$ cat config.mk
export PLATFORM = sky130hd
export DESIGN_NAME = adpx3_sum
export DESIGN_NICKNAME = d
export VERILOG_FILES = /design/src/hdl/adpx3_pkg.sv /design/src/hdl/adpx3_sum.sv
export SDC_FILE = /design/constraint.sdc
export NUM_CORES = 2
export LEC_CHECK = 0
export ABC_CLOCK_PERIOD_IN_PS = 9100
export BUFFER_PORTS_ARGS = -buffer_cell sky130_fd_sc_hd__buf_2
export CAP_MARGIN = 20
export CORE_AREA = 2 2 330 332
export DETAILED_ROUTE_END_ITERATION = 8
export DIE_AREA = 0 0 332 334
export PLACE_DENSITY_LB_ADDON = 0.25
export RECOVER_POWER = 100
export SLEW_MARGIN = 15
export SYNTH_ARGS = -nofsm -noshare
export SYNTH_HDL_FRONTEND = slang
export SYNTH_SLANG_ARGS = --single-unit
$ cat constraint.sdc
create_clock -name clock -period 9.1 [get_ports clock]
set_input_delay 1.82 -clock clock [delete_from_list [all_inputs] [get_ports clock]]
set_output_delay 1.82 -clock clock [all_outputs]
set_load 0.03 [all_outputs]
$ cat src/hdl/adpx3_pkg.sv
// ---------------------------------------------------------------------------
// adpx3_pkg
// Types, constants and the S-function transition weight shared by the
// additive differential count of three-input xor.
// ---------------------------------------------------------------------------
package adpx3_pkg;

   localparam int WORD_BITS   = 16;
   localparam int DIFF_W      = 16;
   localparam int COUNT_W     = 49;
   localparam int NSTATES     = 16;
   localparam int STATE_W     = 4;
   localparam int START_STATE = 8;
   localparam int WEIGHT_W    = 4;
   localparam int HALF        = NSTATES / 2;
   localparam int NPART       = 4;
   localparam int PART_LEN    = NSTATES / NPART;

   typedef logic [COUNT_W-1:0] count_type;
   typedef count_type [NSTATES-1:0] vec_type;

   typedef struct packed {
      logic [DIFF_W-1:0] diff_a;
      logic [DIFF_W-1:0] diff_b;
      logic [DIFF_W-1:0] diff_c;
      logic [DIFF_W-1:0] diff_out;
   } diff_type;

   // number of input bit choices leading from state u to state v
   // state bits: carry a, carry b, carry c, borrow plus one
   function automatic logic [WEIGHT_W-1:0] trans_weight(
      input logic ba, input logic bb, input logic bc, input logic bd,
      input logic [STATE_W-1:0] u, input logic [STATE_W-1:0] v);
      logic [WEIGHT_W-1:0] w;
      logic [2:0] jb;
      logic a1, b1, c1, a2, b2, c2, na, nb, nc, x1, x2;
      logic [1:0] y;
      w = '0;
      for (int j = 0; j < 8; j++) begin
         jb = 3'(j);
         a1 = jb[0];
         b1 = jb[1];
         c1 = jb[2];
         a2 = a1 ^ ba ^ u[0];
         b2 = b1 ^ bb ^ u[1];
         c2 = c1 ^ bc ^ u[2];
         na = (a1 & ba) | (a1 & u[0]) | (ba & u[0]);
         nb = (b1 & bb) | (b1 & u[1]) | (bb & u[1]);
         nc = (c1 & bc) | (c1 & u[2]) | (bc & u[2]);
         x1 = a1 ^ b1 ^ c1;
         x2 = a2 ^ b2 ^ c2;
         y  = {1'b0, x2} + 2'd1 - {1'b0, x1} + {1'b0, u[3]};
         if ((y[0] == bd) && ({y[1], nc, nb, na} == v)) begin
            w = w + WEIGHT_W'(1);
         end
      end
      return w;
   endfunction

endpackage

$ cat src/hdl/adpx3_sum.sv
// ---------------------------------------------------------------------------
// adpx3_sum
// Adds up the final count vector in a two-level registered tree and holds
// the result for the response channel.
// ---------------------------------------------------------------------------
module adpx3_sum (
   input  logic                       clock,
   input  logic                       reset,
   input  logic                       in_valid,
   output logic                       in_ready,
   input  adpx3_pkg::vec_type         in_vec,
   output logic                       out_valid,
   input  logic                       out_ready,
   output logic [adpx3_pkg::COUNT_W-1:0] pair_count
);
   import adpx3_pkg::*;

   logic      vp_ff, vo_ff;
   logic      ready_p, ready_o;
   count_type part_in [NPART];
   count_type part_ff [NPART];
   count_type total_in;
   count_type total_ff;

   assign ready_o  = !vo_ff || out_ready;
   assign ready_p  = !vp_ff || ready_o;
   assign in_ready = ready_p;

   always_comb begin
      for (int k = 0; k < NPART; k++) begin
         part_in[k] = '0;
         for (int i = 0; i < PART_LEN; i++) begin
            part_in[k] = part_in[k] + in_vec[k*PART_LEN+i];
         end
      end
   end

   always_comb begin
      total_in = '0;
      for (int k = 0; k < NPART; k++) begin
         total_in = total_in + part_ff[k];
      end
   end

   always_ff @(posedge clock) begin
      if (reset) begin
         vp_ff <= 1'b0;
         vo_ff <= 1'b0;
      end else begin
         if (ready_p) begin
            vp_ff <= in_valid;
         end
         if (ready_o) begin
            vo_ff <= vp_ff;
         end
      end
   end

   always_ff @(posedge clock) begin
      if (in_valid && ready_p) begin
         part_ff <= part_in;
      end
      if (vp_ff && ready_o) begin
         total_ff <= total_in;
      end
   end

   assign out_valid  = vo_ff;
   assign pair_count = total_ff;

endmodule

Word level (Yosys, flattened, before mapping)
Index checks and enable logic that the tools add are counted.

Output and inout bits: 51. Word-level logic and storage cells: 28. Register bits: 247. Input port bits: 788.

$add $sub $neg: 15. Reductions and logical operators: 6.

Operators with widths (number): adder 49 bit (15); logical AND 1 bit (2); logical NOT 1 bit (2); logical OR 1 bit (2).

Depth between registers and ports, before layout
Word-level depth: 4. Depth in mapped cells: 15. Mapped depth without buffers: 15.

Worst setup path before layout
No wires, ideal clock.

Path type: input -> register. Start point: in out_ready. End point: reg part_ff[0] in the netlist's numbering, enable pin. Library setup time: 0.579 ns. Path slack: 1.868 ns. Arrival: 6.652 ns. Cell stages on the path: 3. Cells stage by stage: nor2b_1 nand2_1 and2_1.

Longest elaborated chain between the ends: 3.

RTL lines: start, declared (line adpx3_sum.sv:13) `input logic out_ready,`; logical OR 1 bit (line adpx3_sum.sv:25) `assign ready_o = !vo_ff || out_ready;`; logical OR 1 bit (line adpx3_sum.sv:26) `assign ready_p = !vp_ff || ready_o;`; named net in_ready (line adpx3_sum.sv:10) `output logic in_ready,`; logical AND 1 bit (line adpx3_sum.sv:60) `if (in_valid && ready_p) begin`; end signal, assigned (line adpx3_sum.sv:61) `part_ff <= part_in;`; end, declared (line adpx3_sum.sv:21) `count_type part_ff [NPART];`.

The timed path passes the listed nets, and every way through them passes these cells. A chain may end at the register's enable or synchronous reset.

==> qor.csv <==
metric,value,unit
Critical R2R Launch,part_ff[1],
Reg power frac,15.3,%
sequential element share of the synthesized area,21.0,%
WHS Path Cells,2,
reg-to-reg endpoint,pair_count[47],
RSZ-0062 raised after global routing,false,
initial antenna violation count,17,
Synthesized Nets,5480,
Clock Power Share,7.3,%
reg2reg setup slack,3750,ps
setup bufs post-CTS,0,
fin crit share,76.4,%
Final Total Pwr,0.0191,W
Die Ht,334,um
asr flop ratio synth,0,%
WP depth,15,
Total GRT Usage,20.1,%
Critical-path top delay cell,o41ai_1,
Final min period,6950,ps
first-pass GRT wire length,170000,um
FMAX,0.144,GHz
clock slew at reported path FFs,60,ps
dpl cell area,40900,um2
Pint,0.00923,W
met1 Track Usage GR,23.5,%
endpoints failing setup,0,
"Clk Latency, worst-skew pair",540,ps
MaxCap Viol Count,3,
Max Root-Sink Buffers,3,
# H-tree levels,2,
cell area after synthesis,35200,um2
Final Wtd Congestion,0.911,
drt wl/cell,18.0,um
fin. max-slew vios,230,
Final Hold Viols,0,
CTS sink count,247,
Yosys reg bits,247,
number of global-route vias before repair,29700,
slew margin rel.,-148,%
P_leak,22.6,nW
layout cells sized above 1,17.6,%
dominant synthesized flop cell,edfxtp_1,
switching share of power,51.6,%
post-route setup TNS,0,ps
final wirelength,112000,um
number of flops mapped to enable cells by yosys,245,
Worst Path Max Fanout,8,
GRT Residual Overflow,0,
worst setup path start,in_vec[409],
most used routing layer,met2,
CTS Hold Buffers Added,0,
met3 Use GR,3.35,%
failing checks,"max-capacitance violations, max-slew violations",
Hold WC Path Type,reg -> reg,
type of origin of the critical path,input pin,
Syn Inst Count,3972,
Avg Vias per Cell,4.63,
Critical Path RT,9350,ps
status,"complete, but fails checks",
Logic pwr share,77.4,%
"delay-heaviest family, CP",compound AO/OA/AOI/OAI gates,
CTS tree,built,
worst path bufs/invs,3,
post-DP HPWL,99600,um
DRT antenna net count,0,
die area,111000,um2
largest net degree at the start of global routing,132,
Root Buffer,clkbuf_16,
boundary pin count,839,
final core occ,38.9,%
drt pass-1 iters,6,
crit-path cells,buf_2 -> inv_1 -> fa_1 -> fa_1 -> inv_1 -> ha_1 -> and3_1 -> nand4_1 -> nor4b_1 -> nor2_1 -> a31oi_1 -> a221oi_1 -> o41ai_1 -> mux2i_1 -> a2111oi_0,
Die Wd,332,um
Buffers on Ports,838,
Max VDD drop,0.000425,V
"Design Area, Final",41900,um2
clk_skew,12.4,ps
r2r worst-path depth,15,
CP Capture Type,register,
Post-Syn Area per Cell,8.86,um2
CP Class,in -> reg,
violation count after the first detailed-route iteration,1735,
Yosys warning count,0,
worst slew pin tran,3720,ps
CTS-repair resized insts,0,
DR vias,28800,
met2 usage,38.4,%
Hold Slack,523,ps
Nets,6284,
Core Footprint,108000,um2
Initial Util,32.7,%
Area Overhead vs Synth,19.0,%
Yosys cell types,81,
Core Rows,121,
CP Capture Point,part_ff[91],
Sw Pwr,0.00983,W
Remaining DRCs,0,
CTS Buf Count,35,
WP data arrival,7200,ps
power per cell area,455,nW/um2
critical path's largest stage delay,1090,ps
==> cells in the final DEF (no fill, tap or decap), types with 22 or more instances in the layout <==
master / netlist / layout
edfxtp_1: 245 / 245
o21bai_1: 46 / 46
a31oi_1: 22 / 23
fa_1: 480 / 480
a211oi_1: 25 / 25
xor2_1: 84 / 84
nor2_1: 134 / 134
buf_2: 2 / 780
nand4_1: 61 / 62
nor3_1: 32 / 32
nand3_1: 39 / 39
a21o_1: 151 / 151
clkbuf_1: 72 / 69
a21oi_1: 255 / 256
inv_1: 1353 / 1353
o21ai_0: 122 / 147
o21a_1: 24 / 24
and3_1: 21 / 22
nand2_1: 159 / 159
ha_1: 240 / 240
clkbuf_16: 0 / 37
xnor2_1: 163 / 163
==> final cells by class <==
class | instances | area (um2)
multi-input cells | 2297 | 22400
well taps | 1414 | 1770
clock inverters | 17 | 189
flip-flops and latches | 247 | 7400
fillers | 11200 | 65900
clock buffers | 45 | 956
diodes | 4 | 10.0
repair buffers | 842 | 4140
inverters | 1353 | 5080
==> worst min-delay path by stage <==
stage	slack, ps	start	to
3_3_place_gp	500	vp_ff	out_valid
6_report	520	vp_ff	out_valid
4_1_cts	520	vp_ff	out_valid
5_1_grt	580	vp_ff	out_valid
3_5_place_dp	510	vp_ff	out_valid
2_1_floorplan	480	vp_ff	out_valid
==> tightest hold or removal path: cells and delay by family (launching register included) <==
kind	cells	cell delay [ps]
simple gates	2	150
flops	1	330
==> metal layers <==
metal / vias up / share of wire, %
li1: 14000 / -
met1: 13800 / 39
met2: 918 / 53
met3: 98 / 5.8
met4: 6 / 1.8
met5: - / 0.063
==> state kept, by name (all words and copies together), names as in the netlist <==
register and cells:
pair_count 49, part_ff 196, out_valid 1, vp_ff 1
==> synthesized netlist by cell type (all sizes together), types with 10 or more instances <==
cell type / n / area (um2)
edfxtp: 245 / 7360
and2: 16 / 100
fa: 480 / 9610
inv: 1353 / 5080
a211oi: 25 / 188
o21bai: 46 / 345
xor2: 84 / 736
clkbuf: 72 / 270
nand2: 159 / 597
ha: 240 / 3000
nor2b: 22 / 138
o211ai: 12 / 90.1
a21o: 151 / 1130
a21oi: 256 / 1280
a221oi: 12 / 118
a31oi: 23 / 150
nor3: 32 / 160
nor2: 134 / 503
xnor2: 163 / 1430
nand4: 62 / 394
a41oi: 10 / 87.6
o31ai: 13 / 103
o21a: 24 / 180
nand3: 39 / 195
and3: 22 / 143
nand2b: 15 / 93.8
o21ai: 153 / 766
==> power groups by stage <==
stage	clock [W]	sequential [W]	combinational [W]
final	0.00140	0.00291	0.0148
after floorplan	0	0.00300	0.0106
after CTS	0.00146	0.00295	0.0150
after global routing	0.00150	0.00297	0.0165
after global placement	0	0.00296	0.0149
after detailed placement	0	0.00296	0.0149
==> logic make-up (layout without fill, tap and decap cells) <==
kind of cell	Yosys count	in the layout	synth area share, %
AO/OA/AOI/OAI	791	791	14.4
flip-flops	247	247	21.0
adder cells (fa/ha/maj)	720	720	35.8
AND/OR/NAND/NOR	537	537	7.34
buffers and inverters	1428	2257	15.2
multiplexers	2	2	0.0569
other	0	4	0
XOR/XNOR	247	247	6.14
==> per-stage QoR <==
stage	setup slack (ps)	instances
2_1_floorplan	1870	3972
3_3_place_gp	2670	6153
3_5_place_dp	2660	6153
4_1_cts	3200	6215
5_1_grt	2070	6217
6_report	2150	6219
Note: power is estimated with default switching activity, not from simulation.
